File: src/design/response_delay_averager_defines.svh
// ----------------------------------------------------------------------------
// Response delay averager assertion macros
// Concurrent check helpers shared by the RTL; compiled out with NO_ASSERTIONS.
// ----------------------------------------------------------------------------
`ifndef RESPONSE_DELAY_AVERAGER_DEFINES_SVH
`define RESPONSE_DELAY_AVERAGER_DEFINES_SVH

`ifndef NO_ASSERTIONS

// same-cycle implication
`define RDA_ASSERT_IMPLY(lbl, clk, rst, ante, cons, msg) \
   lbl: assert property (@(posedge clk) disable iff (rst) (ante) |-> (cons)) \
      else $error(msg);

// next-cycle implication
`define RDA_ASSERT_NEXT(lbl, clk, rst, ante, cons, msg) \
   lbl: assert property (@(posedge clk) disable iff (rst) (ante) |=> (cons)) \
      else $error(msg);

`else

`define RDA_ASSERT_IMPLY(lbl, clk, rst, ante, cons, msg)
`define RDA_ASSERT_NEXT(lbl, clk, rst, ante, cons, msg)

`endif

`endif

File: src/design/rda_pkg.sv
// ----------------------------------------------------------------------------
// Response delay averager package
// Channel payload types, command codes, sequencer states and divider control.
// ----------------------------------------------------------------------------
`default_nettype none

package rda_pkg;

   // command codes
   localparam logic CMD_ADD   = 1'b0;
   localparam logic CMD_CLEAR = 1'b1;

   // input item
   typedef struct packed {
      logic        cmd;
      logic [31:0] delay_value;
   } req_type;

   // result item
   typedef struct packed {
      logic [31:0] mean_delay;
      logic [31:0] max_delay;
      logic [8:0]  samples_counted;
   } rsp_type;

   // sequencer states
   typedef enum logic [2:0] {
      ST_IDLE,
      ST_SUB,
      ST_ADD,
      ST_DIV,
      ST_QUOT,
      ST_ROUND,
      ST_EMIT
   } state_type;

   // divider control
   typedef struct packed {
      logic init;
      logic step;
   } div_ctl_type;

endpackage

`default_nettype wire

File: src/design/rda_div_serial.sv
// ----------------------------------------------------------------------------
// Bit-serial restoring divider
// Takes the dividend one bit per step, MSB first, against a narrow divisor;
// the quotient saturates at the all-ones DELAY_BITS value.
// ----------------------------------------------------------------------------
`default_nettype none

module rda_div_serial #(
   parameter int DELAY_BITS  = 32,
   parameter int WINDOW_LOG2 = 8
) (
   input  wire logic                        clock,
   input  wire rda_pkg::div_ctl_type        ctl,
   input  wire logic                        dividend_bit,
   input  wire logic [WINDOW_LOG2:0]        divisor,
   output logic      [DELAY_BITS-1:0]       quotient
);

   localparam int TW = WINDOW_LOG2 + 1;

   logic [TW-1:0]         rem_ff, rem_in;
   logic [DELAY_BITS-1:0] quo_ff, quo_in;
   logic                  ovf_ff, ovf_in;

   logic [TW:0] trial;
   logic [TW:0] dvs;
   logic [TW:0] diff;
   logic        ge;

   // one quotient bit per step
   always_comb begin
      trial = {rem_ff, dividend_bit};
      dvs   = {1'b0, divisor};
      diff  = trial - dvs;
      ge    = (trial >= dvs);
      rem_in = rem_ff;
      quo_in = quo_ff;
      ovf_in = ovf_ff;
      if (ctl.init) begin
         rem_in = '0;
         quo_in = '0;
         ovf_in = 1'b0;
      end else if (ctl.step) begin
         rem_in = ge ? diff[TW-1:0] : trial[TW-1:0];
         quo_in = {quo_ff[DELAY_BITS-2:0], ge};
         ovf_in = ovf_ff | quo_ff[DELAY_BITS-1];
      end
   end

   always_ff @(posedge clock) begin
      rem_ff <= rem_in;
      quo_ff <= quo_in;
      ovf_ff <= ovf_in;
   end

   // saturate when quotient bits above DELAY_BITS were set
   assign quotient = ovf_ff ? '1 : quo_ff;

endmodule

`default_nettype wire

File: src/design/response_delay_averager.sv
// ----------------------------------------------------------------------------
// Response delay averager
// Exact mean over a warm-up window, then an exponential average; tracks max.
// ----------------------------------------------------------------------------
//   channel  direction  handshake          payload
//   req      in         req_valid/stall    rda_pkg::req_type (cmd, delay_value)
//   rsp      out        rsp_valid/stall    rda_pkg::rsp_type (mean, max, count)
//
// A sample item runs the sum through a one-bit serial adder (a subtract pass
// once the window is full, then an add pass) and, in warm-up, a one-bit serial
// divider. A clear zeroes the statistics and goes straight to the result step.
// Reset is synchronous and zeroes the statistics at once.
// A result held by rsp_stall keeps the block in its last step; req waits.
// ----------------------------------------------------------------------------
`default_nettype none
`include "response_delay_averager_defines.svh"

module response_delay_averager #(
   parameter int DELAY_BITS  = 32,
   parameter int WINDOW_LOG2 = 8
) (
   input  wire logic              clock,
   input  wire logic              reset,
   input  wire logic              req_valid,
   output logic                   req_stall,
   input  wire rda_pkg::req_type  req_data,
   output logic                   rsp_valid,
   input  wire logic              rsp_stall,
   output rda_pkg::rsp_type       rsp_data
);

   localparam int SW = DELAY_BITS + WINDOW_LOG2;
   localparam int TW = WINDOW_LOG2 + 1;
   localparam int CW = $clog2(SW);
   localparam logic [CW-1:0] DB_CNT   = CW'(DELAY_BITS);
   localparam logic [CW-1:0] LAST_CNT = CW'(SW - 1);
   localparam logic [TW-1:0] WIN      = {1'b1, {WINDOW_LOG2{1'b0}}};

   rda_pkg::state_type    state_ff, state_in;
   logic [SW-1:0]         sum_ff, sum_in;
   logic [TW-1:0]         tally_ff, tally_in;
   logic [DELAY_BITS-1:0] avg_ff, avg_in;
   logic [DELAY_BITS-1:0] peak_ff, peak_in;
   logic [DELAY_BITS-1:0] dly_ff, dly_in;
   logic [CW-1:0]         cnt_ff, cnt_in;
   logic                  cy_ff, cy_in;
   logic                  gt_ff, gt_in;
   logic                  rsp_valid_ff, rsp_valid_in;
   rda_pkg::rsp_type      rsp_data_ff, rsp_data_in;

   rda_pkg::div_ctl_type  div_ctl;
   logic [DELAY_BITS-1:0] div_quo;

   logic                  in_range;
   logic                  last;
   logic                  opa, opb;
   logic                  dig;
   logic                  cy_next;
   logic [DELAY_BITS-1:0] hi;
   logic                  rnd;

   rda_div_serial #(
      .DELAY_BITS (DELAY_BITS),
      .WINDOW_LOG2(WINDOW_LOG2)
   ) u_div (
      .clock       (clock),
      .ctl         (div_ctl),
      .dividend_bit(sum_ff[SW-1]),
      .divisor     (tally_ff),
      .quotient    (div_quo)
   );

   // sequencer: next state and datapath
   always_comb begin
      state_in     = state_ff;
      sum_in       = sum_ff;
      tally_in     = tally_ff;
      avg_in       = avg_ff;
      peak_in      = peak_ff;
      dly_in       = dly_ff;
      cnt_in       = cnt_ff;
      cy_in        = cy_ff;
      gt_in        = gt_ff;
      rsp_data_in  = rsp_data_ff;
      rsp_valid_in = rsp_valid_ff && rsp_stall;
      div_ctl      = '0;
      req_stall    = (state_ff != rda_pkg::ST_IDLE);

      in_range = (cnt_ff < DB_CNT);
      last     = (cnt_ff == LAST_CNT);
      opa      = sum_ff[0];
      opb      = 1'b0;
      dig      = 1'b0;
      cy_next  = 1'b0;
      hi       = sum_ff[SW-1:WINDOW_LOG2];
      rnd      = sum_ff[WINDOW_LOG2-1];

      case (state_ff)
         rda_pkg::ST_IDLE: begin
            if (req_valid) begin
               dly_in = req_data.delay_value[DELAY_BITS-1:0];
               cnt_in = '0;
               cy_in  = 1'b0;
               gt_in  = 1'b0;
               if (req_data.cmd == rda_pkg::CMD_CLEAR) begin
                  sum_in   = '0;
                  tally_in = '0;
                  avg_in   = '0;
                  peak_in  = '0;
                  state_in = rda_pkg::ST_EMIT;
               end else if (tally_ff == WIN) begin
                  state_in = rda_pkg::ST_SUB;
               end else begin
                  div_ctl.init = 1'b1;
                  state_in     = rda_pkg::ST_ADD;
               end
            end
         end

         // serial sum - mean, LSB first, floor at zero
         rda_pkg::ST_SUB: begin
            opb     = in_range ? avg_ff[0] : 1'b0;
            dig     = opa ^ opb ^ cy_ff;
            cy_next = (~opa & opb) | (~(opa ^ opb) & cy_ff);
            sum_in  = {dig, sum_ff[SW-1:1]};
            cy_in   = cy_next;
            cnt_in  = cnt_ff + CW'(1);
            if (in_range) begin
               avg_in = {avg_ff[0], avg_ff[DELAY_BITS-1:1]};
            end
            if (last) begin
               if (cy_next) begin
                  sum_in = '0;
               end
               cy_in    = 1'b0;
               cnt_in   = '0;
               state_in = rda_pkg::ST_ADD;
            end
         end

         // serial sum + sample with ceiling; peak compare alongside
         rda_pkg::ST_ADD: begin
            opb     = in_range ? dly_ff[0] : 1'b0;
            dig     = opa ^ opb ^ cy_ff;
            cy_next = (opa & opb) | (cy_ff & (opa ^ opb));
            sum_in  = {dig, sum_ff[SW-1:1]};
            cy_in   = cy_next;
            cnt_in  = cnt_ff + CW'(1);
            if (in_range) begin
               gt_in   = (dly_ff[0] & ~peak_ff[0]) | (~(dly_ff[0] ^ peak_ff[0]) & gt_ff);
               dly_in  = {dly_ff[0], dly_ff[DELAY_BITS-1:1]};
               peak_in = {peak_ff[0], peak_ff[DELAY_BITS-1:1]};
            end
            if (last) begin
               if (cy_next) begin
                  sum_in = '1;
               end
               if (gt_ff) begin
                  peak_in = dly_ff;
               end
               // warm-up count grows here, so the last warm-up sample still divides
               if (tally_ff != WIN) begin
                  tally_in = tally_ff + TW'(1);
               end
               cy_in    = 1'b0;
               cnt_in   = '0;
               state_in = (tally_ff == WIN) ? rda_pkg::ST_ROUND : rda_pkg::ST_DIV;
            end
         end

         // warm-up mean: sum rotates left into the divider
         rda_pkg::ST_DIV: begin
            div_ctl.step = 1'b1;
            sum_in       = {sum_ff[SW-2:0], sum_ff[SW-1]};
            cnt_in       = cnt_ff + CW'(1);
            if (last) begin
               cnt_in   = '0;
               state_in = rda_pkg::ST_QUOT;
            end
         end

         rda_pkg::ST_QUOT: begin
            avg_in   = div_quo;
            state_in = rda_pkg::ST_EMIT;
         end

         // rounded shift, saturating at all ones
         rda_pkg::ST_ROUND: begin
            avg_in   = (rnd && !(&hi)) ? hi + DELAY_BITS'(1) : hi;
            state_in = rda_pkg::ST_EMIT;
         end

         rda_pkg::ST_EMIT: begin
            if (!rsp_valid_ff || !rsp_stall) begin
               rsp_data_in.mean_delay      = 32'(avg_ff);
               rsp_data_in.max_delay       = 32'(peak_ff);
               rsp_data_in.samples_counted = 9'(tally_ff);
               rsp_valid_in                = 1'b1;
               state_in                    = rda_pkg::ST_IDLE;
            end
         end

         default: begin
            state_in = rda_pkg::ST_IDLE;
         end
      endcase
   end

   // control and statistics registers
   always_ff @(posedge clock) begin
      if (reset) begin
         state_ff     <= rda_pkg::ST_IDLE;
         rsp_valid_ff <= 1'b0;
         sum_ff       <= '0;
         tally_ff     <= '0;
         avg_ff       <= '0;
         peak_ff      <= '0;
         cnt_ff       <= '0;
         cy_ff        <= 1'b0;
         gt_ff        <= 1'b0;
      end else begin
         state_ff     <= state_in;
         rsp_valid_ff <= rsp_valid_in;
         sum_ff       <= sum_in;
         tally_ff     <= tally_in;
         avg_ff       <= avg_in;
         peak_ff      <= peak_in;
         cnt_ff       <= cnt_in;
         cy_ff        <= cy_in;
         gt_ff        <= gt_in;
      end
   end

   // payload registers
   always_ff @(posedge clock) begin
      dly_ff      <= dly_in;
      rsp_data_ff <= rsp_data_in;
   end

   assign rsp_valid = rsp_valid_ff;
   assign rsp_data  = rsp_data_ff;

   // checks
   `RDA_ASSERT_NEXT(a_busy_after_transfer, clock, reset,
      req_valid && !req_stall, req_stall, "request transfer did not start a sequence")
   `RDA_ASSERT_IMPLY(a_div_nonzero, clock, reset,
      state_ff == rda_pkg::ST_DIV, tally_ff != '0, "divide with zero tally")
   `RDA_ASSERT_IMPLY(a_round_full, clock, reset,
      state_ff == rda_pkg::ST_ROUND, tally_ff == WIN, "exponential update before window is full")
   `RDA_ASSERT_NEXT(a_emit_hold, clock, reset,
      state_ff == rda_pkg::ST_EMIT && rsp_valid && rsp_stall, state_ff == rda_pkg::ST_EMIT,
      "result emitted over a stalled transfer")

endmodule

`default_nettype wire

File: config.mk
export PLATFORM = sky130hd
export DESIGN_NAME = response_delay_averager
export DESIGN_NICKNAME = d
export VERILOG_FILES = /design/src/design/rda_pkg.sv /design/src/design/rda_div_serial.sv /design/src/design/response_delay_averager.sv
export VERILOG_INCLUDE_DIRS = /design/src /design/src/design
export SDC_FILE = /design/constraint.sdc
export NUM_CORES = 1
export LEC_CHECK = 0
export BUFFER_PORTS_ARGS = -buffer_cell sky130_fd_sc_hd__buf_2
export CELL_PAD_IN_SITES_DETAIL_PLACEMENT = 0
export CELL_PAD_IN_SITES_GLOBAL_PLACEMENT = 1
export CORE_MARGIN = 1.5
export CORE_UTILIZATION = 46
export CTS_CLUSTER_DIAMETER = 60
export DETAILED_ROUTE_END_ITERATION = 8
export GPL_TIMING_DRIVEN = 0
export PLACE_DENSITY = 0.86
export SYNTH_ARGS = -nofsm -noshare
export SYNTH_HDL_FRONTEND = slang
export SYNTH_SLANG_ARGS = --single-unit
File: constraint.sdc
create_clock -name clock -period 6.55 [get_ports clock]
set_clock_uncertainty 0.1 [all_clocks]
set_input_delay 1.31 -clock clock [delete_from_list [all_inputs] [get_ports clock]]
set_output_delay 1.31 -clock clock [all_outputs]
set_load 0.01 [all_outputs]
# Word-level counts from Yosys, hierarchy flattened
# Index checks and enable logic that the tools add are counted.
[totals]
register_bits = 272
[classes]
add_sub_neg = 4
n_bitwise = 19
reduce_logical = 25
n_eq_ne = 18
n_lt_le_gt_ge = 2
mux = 53
[op_table]
columns = ["cell", "count"]
rows = [
  ["$mux 32", 10],
  ["$mux 40", 6],
  ["$pmux 40 s4", 1],
  ["$pmux 32 s2", 2],
  ["$pmux 32 s4", 1],
  ["$mux 9", 5],
  ["$add 32x1->32 const B", 1],
  ["$reduce_and 32->1", 1],
  ["$mux 3", 7],
  ["$ne 2x2->1 const B", 9],
  ["$pmux 3 s6", 1],
  ["$pmux 9 s2", 1],
  ["$mux 1", 13],
  ["$mux 6", 2],
  ["$pmux 6 s2", 1],
  ["$ge 10x9->1", 1],
  ["$reduce_and 5->1", 2],
  ["$add 9x1->9 const B", 1],
  ["$eq 3x3->1 const B", 3],
  ["$eq 9x9->1 const B", 1],
  ["$ne 9x9->1 const B", 1],
  ["$reduce_and 3->1", 3],
  ["$sub 9x9->9", 1],
  ["$reduce_bool 4->1", 2],
  ["other kinds (22)", 45],
]

# Longest topological paths before layout
[logic_depth]
word_depth = 9
mapped_depth = 13
mapped_depth_nobuf = 11

# Modules after synthesis
# From an unflattened synthesis, not the netlist that was laid out.
[unflattened]
cells_unflattened = 1336
hier_area_um2 = 12897.4
[modules_own_cells]
columns = ["mod", "cells_each", "area_per_inst_um2", "seq_area_each_um2", "n_inst"]
rows = [
  ["response_delay_averager", 1091, 10664.0, 5655.4, 1],
  ["rda_div_serial", 245, 2233.4, 840.8, 1],
]

# Least setup slack after synthesis
# Ideal clock, no wire load.
[synth_timing]
path_type = "in2reg"
from = "in rsp_stall"
to = "reg rsp_data_ff, in the netlist rsp_data[0] (enable)"
path_slack_ps = 1147
n_path_buf = 0
setup_time_ps = 528
arrival_ps = 4775
stages = 1
path_cell_list = "a21oi_1"
[synth_between]
elab_chain_cells = 3
[synth_lines]
columns = ["element", "line", "text"]
rows = [
  ["start: declaration", "response_delay_averager.sv:28", "input wire logic rsp_stall,"],
  ["$logic_not 1->1", "response_delay_averager.sv:194", "if (!rsp_valid_ff || !rsp_stall) begin"],
  ["$logic_or 1x1->1", "response_delay_averager.sv:194", ""],
  ["$reduce_and 2->1 (no line)", "-", ""],
  ["end signal: assignment", "response_delay_averager.sv:237", "rsp_data_ff <= rsp_data_in;"],
  ["end: declaration", "response_delay_averager.sv:49", "rda_pkg::rsp_type rsp_data_ff, rsp_data_in;"],
]
# No other way between the ends.
# A chain may end at the register's enable or synchronous reset.

# Final worst setup path
[layout_timing]
from = "reg sum_ff[39]"
to = "reg u_div.rem_ff[2]"
[layout_between]
elab_chain_cells = 2
word_cells_on_any_way = 3
[layout_lines]
columns = ["element", "line", "text"]
rows = [
  ["start: declaration", "response_delay_averager.sv:40", "logic [SW-1:0] sum_ff, sum_in;"],
  ["start signal: assignment", "response_delay_averager.sv:224", "sum_ff <= sum_in;"],
  ["$sub 9x9->9 / $ge 10x9->1 (equally long branches)", "rda_div_serial.sv:34, rda_div_serial.sv:35", ""],
  ["$mux 9 *", "rda_div_serial.sv:44", "rem_in = ge ? diff[TW-1:0] : trial[TW-1:0];"],
  ["end signal: assignment", "rda_div_serial.sv:51", "rem_ff <= rem_in;"],
  ["end: declaration", "rda_div_serial.sv:21", "logic [TW-1:0] rem_ff, rem_in;"],
]
# Every way passes the cells marked *; elsewhere a longest branch is shown, timed or not.

==> results_dict.tcl <==
set metrics [dict create \
    status "finished, violations left" \
    violations "max-capacitance violations, max-slew violations" \
    final_common_cell "dfxtp_1" \
    antenna_found_initial 0 \
    vias_per_cell 5.748 \
    pin_count 112 \
    final_cell_area_um2 14550 \
    worst_pin_slew_ns 1.512 \
    syn_to_final_growth_pct 16.63 \
    min-delay-start "tally_ff[2]" \
    grt_pass1_vias 9733 \
    cp.arrival_ns 3.71 \
    synth_area_leaders "dfxtp_1, edfxtp_1, a21oi_1" \
    yosysWarningCount 0 \
    period_minus_slack_ns 3.397 \
    timing.rr.start "sum_ff[39]" \
    end_kind "flop" \
    cts_hold_buf 0 \
    cts_tree "done" \
    postPlaceCellArea_um2 13550 \
    place.gp.congestion 0.8650 \
    grt_pass1_wl_mm 52.19 \
    holdPathEnd "rsp_data[2]" \
    numCtsBuffers 30 \
    ir_drop_uv 222.5 \
    dr.pass1.iters 6 \
    start_util_pct 46.55 \
    synth_nets 1370 \
    finalSetupTns_ns 0 \
    yosysTopAreaCell "dfxtp_1" \
    die_x_um 167.7 \
    drtIter0Drc 973 \
    antennaDiodeCount 0 \
    postCtsSetupRepairBufs 0 \
    final_antenna_net_count 0 \
    layout-drive-gt1-share_pct 14.31 \
    dieArea_um2 28110 \
    dp_hpwl_mm 23.02 \
    seq_area_frac_synth_pct 52.08 \
    grt_overflow 0 \
    path_class "reg2reg" \
    timing.final.crit_share_pct 51.86 \
    io_buffers 111 \
    final_cell_mix "dfxtp_1, nor2_1, a21oi_1, nand2_1, buf_2" \
    required_ns 6.87 \
    wl_per_cell_um 17.77 \
    htreeDepth 1 \
    r2r_setup_slack_ns 3.15 \
    clockBufferDepth 3 \
    min_path_type "reg2reg" \
    num_vias 10510 \
    crit_path_max_fanout 10 \
    synth_area_um2 12470 \
    instances_no_fill 1829 \
    num-fill-cells 2429 \
    r2r.worst_path.cells 13 \
    clock_latency_ns 0.55 \
    core_um2 26800 \
    p_total_mw 5.398 \
    syn_inst 1316 \
    slew_headroom_pct -1.027 \
    fp-row-count 60 \
    ys_types 60 \
    crit_path_start_kind "flop" \
    cap_violations 1 \
    netlist.area_leader.share_pct 26.80 \
    hold_viol 0 \
    clk_pin_slew_ns 0.06 \
    rsz0062_at_grt "no" \
    synth-seq-cells 272 \
    die_y_um 167.7 \
    rr_endpoint "u_div.rem_ff[2]" \
    cts_resized 0 \
    min_path_cells 0 \
    setup_viol 0 \
    grt_util_all_layers_pct 22.90 \
    wl_mm 32.50 \
    synth_ff_type "dfxtp_1" \
    max_freq_ghz 0.2944 \
    cts_sinks 272 \
    drc 0 \
    grt_max_degree 32 \
    power.density_nw_per_um2 371.0 \
    p_leak_nw 4.729 \
    placed_cells 1773 \
    synthArstFlopShare_pct 0 \
    report.final.slew_viol_count 10 \
    ctsRootBufferMaster "clkbuf_16" \
    fin_nets 1518 \
    synth_edf_count 105 \
    syn_avg_cell_area_um2 9.479 \
]
==> sequential cells by signal (all words and copies together), names as in the netlist <==
signal	count
rsp_data	73
peak_ff	32
sum_ff	40
u_div.rem_ff	9
dly_ff	32
tally_ff	9
avg_ff	32
gt_ff	1
state_ff	3
u_div.quo_ff	32
cnt_ff	6
u_div.ovf_ff	1
cy_ff	1
rsp_valid	1
==> final cells by class <==
type,instances,area [um2],share of cell area (%)
Clock inverter,12,120.1,0.8256
Tap cell,341,426.7,2.933
Multi-Input combinational cell,921,5528,37.99
Clock buffer,44,874.6,6.011
Sequential cell,272,6496,44.65
Inverter,22,82.58,0.5676
Buffer,101,384.1,2.640
Timing Repair Buffer,116,636.9,4.377
==> cells in the mapped netlist, types with 4 or more instances <==
cell / count
and3_1: 4
a211oi_1: 40
buf_1: 6
o21ai_0: 83
mux2i_1: 35
dfxtp_1: 167
a31oi_1: 4
mux2_2: 33
nand3_1: 22
nand3b_1: 5
buf_2: 4
or2_2: 4
nor2_1: 164
nor3_1: 39
a21o_1: 4
o211ai_1: 7
a22oi_1: 45
edfxtp_1: 105
ha_1: 14
xnor2_1: 21
nand2_1: 119
or3_1: 7
inv_1: 21
nor4_1: 9
or4_1: 4
a21oi_1: 158
clkbuf_1: 91
xor2_1: 14
a311oi_1: 4
a221oi_1: 23
o21a_1: 4
nand4_1: 9
==> per-stage QoR <==
stage	hold slack (ns)	setup WS, ns	utilization (%)
5_1_grt	0.3816	2.878	54.29
2_1_floorplan	0.3289	1.147	-
3_3_place_gp	0.3458	-0.9400	50.21
6_report	0.3695	3.153	54.29
3_5_place_dp	0.3528	3.166	50.57
4_1_cts	0.3673	3.162	54.29
==> metal layers <==
| metal | GRT usage [%] | up-vias | routed length (um) |
|---|---|---|---|
| met5 | 0 | - | 0 |
| met4 | 6.620 | 0 | 759 |
| met3 | 2.883 | 54 | 1788 |
| met2 | 36.25 | 317 | 15130 |
| met1 | 32.90 | 5045 | 14820 |
| li1 | - | 5098 | - |
==> worst max-delay path: stages, from the launching register on <==
cell	delay, ns
dfxtp_1	0.29
clkbuf_1	0.23
inv_1	0.11
ha_1	0.15
inv_1	0.05
fa_1	0.41
a21o_1	0.18
a21oi_1	0.30
o211ai_1	0.17
o32ai_1	0.48
clkbuf_1	0.41
nor3_1	0.11
a31oi_1	0.16
o21ai_0	0.10
==> cell families (layout without fill, tap and decap cells) <==
family	after synthesis	after routing	share of synthesized area, %
AND/OR/NAND/NOR	407	407	14.62
AO/OA/AOI/OAI	394	394	19.43
flip-flops	272	272	52.08
buffers and inverters	123	295	3.741
multiplexers	68	68	5.787
XOR/XNOR	35	35	2.457
adder cells (fa/ha/maj)	17	17	1.886
==> worst max path at each step <==
stage,from,end,slack (ns),cells after the start
2_1_floorplan,rsp_stall,rsp_data[0],1.15,1
3_3_place_gp,state_ff[2],rsp_data[44],-0.94,5
3_5_place_dp,sum_ff[39],u_div.rem_ff[2],3.17,13
4_1_cts,sum_ff[39],u_div.rem_ff[2],3.16,13
5_1_grt,sum_ff[39],u_div.rem_ff[2],2.88,13
6_report,sum_ff[39],u_div.rem_ff[2],3.15,13
==> where the power goes <==
part,switching (mW),internal [mW]
Clock,0.681,1.00
Combinational,1.07,0.515
Sequential,0.113,2.02
(Power assumes the default switching activity.)
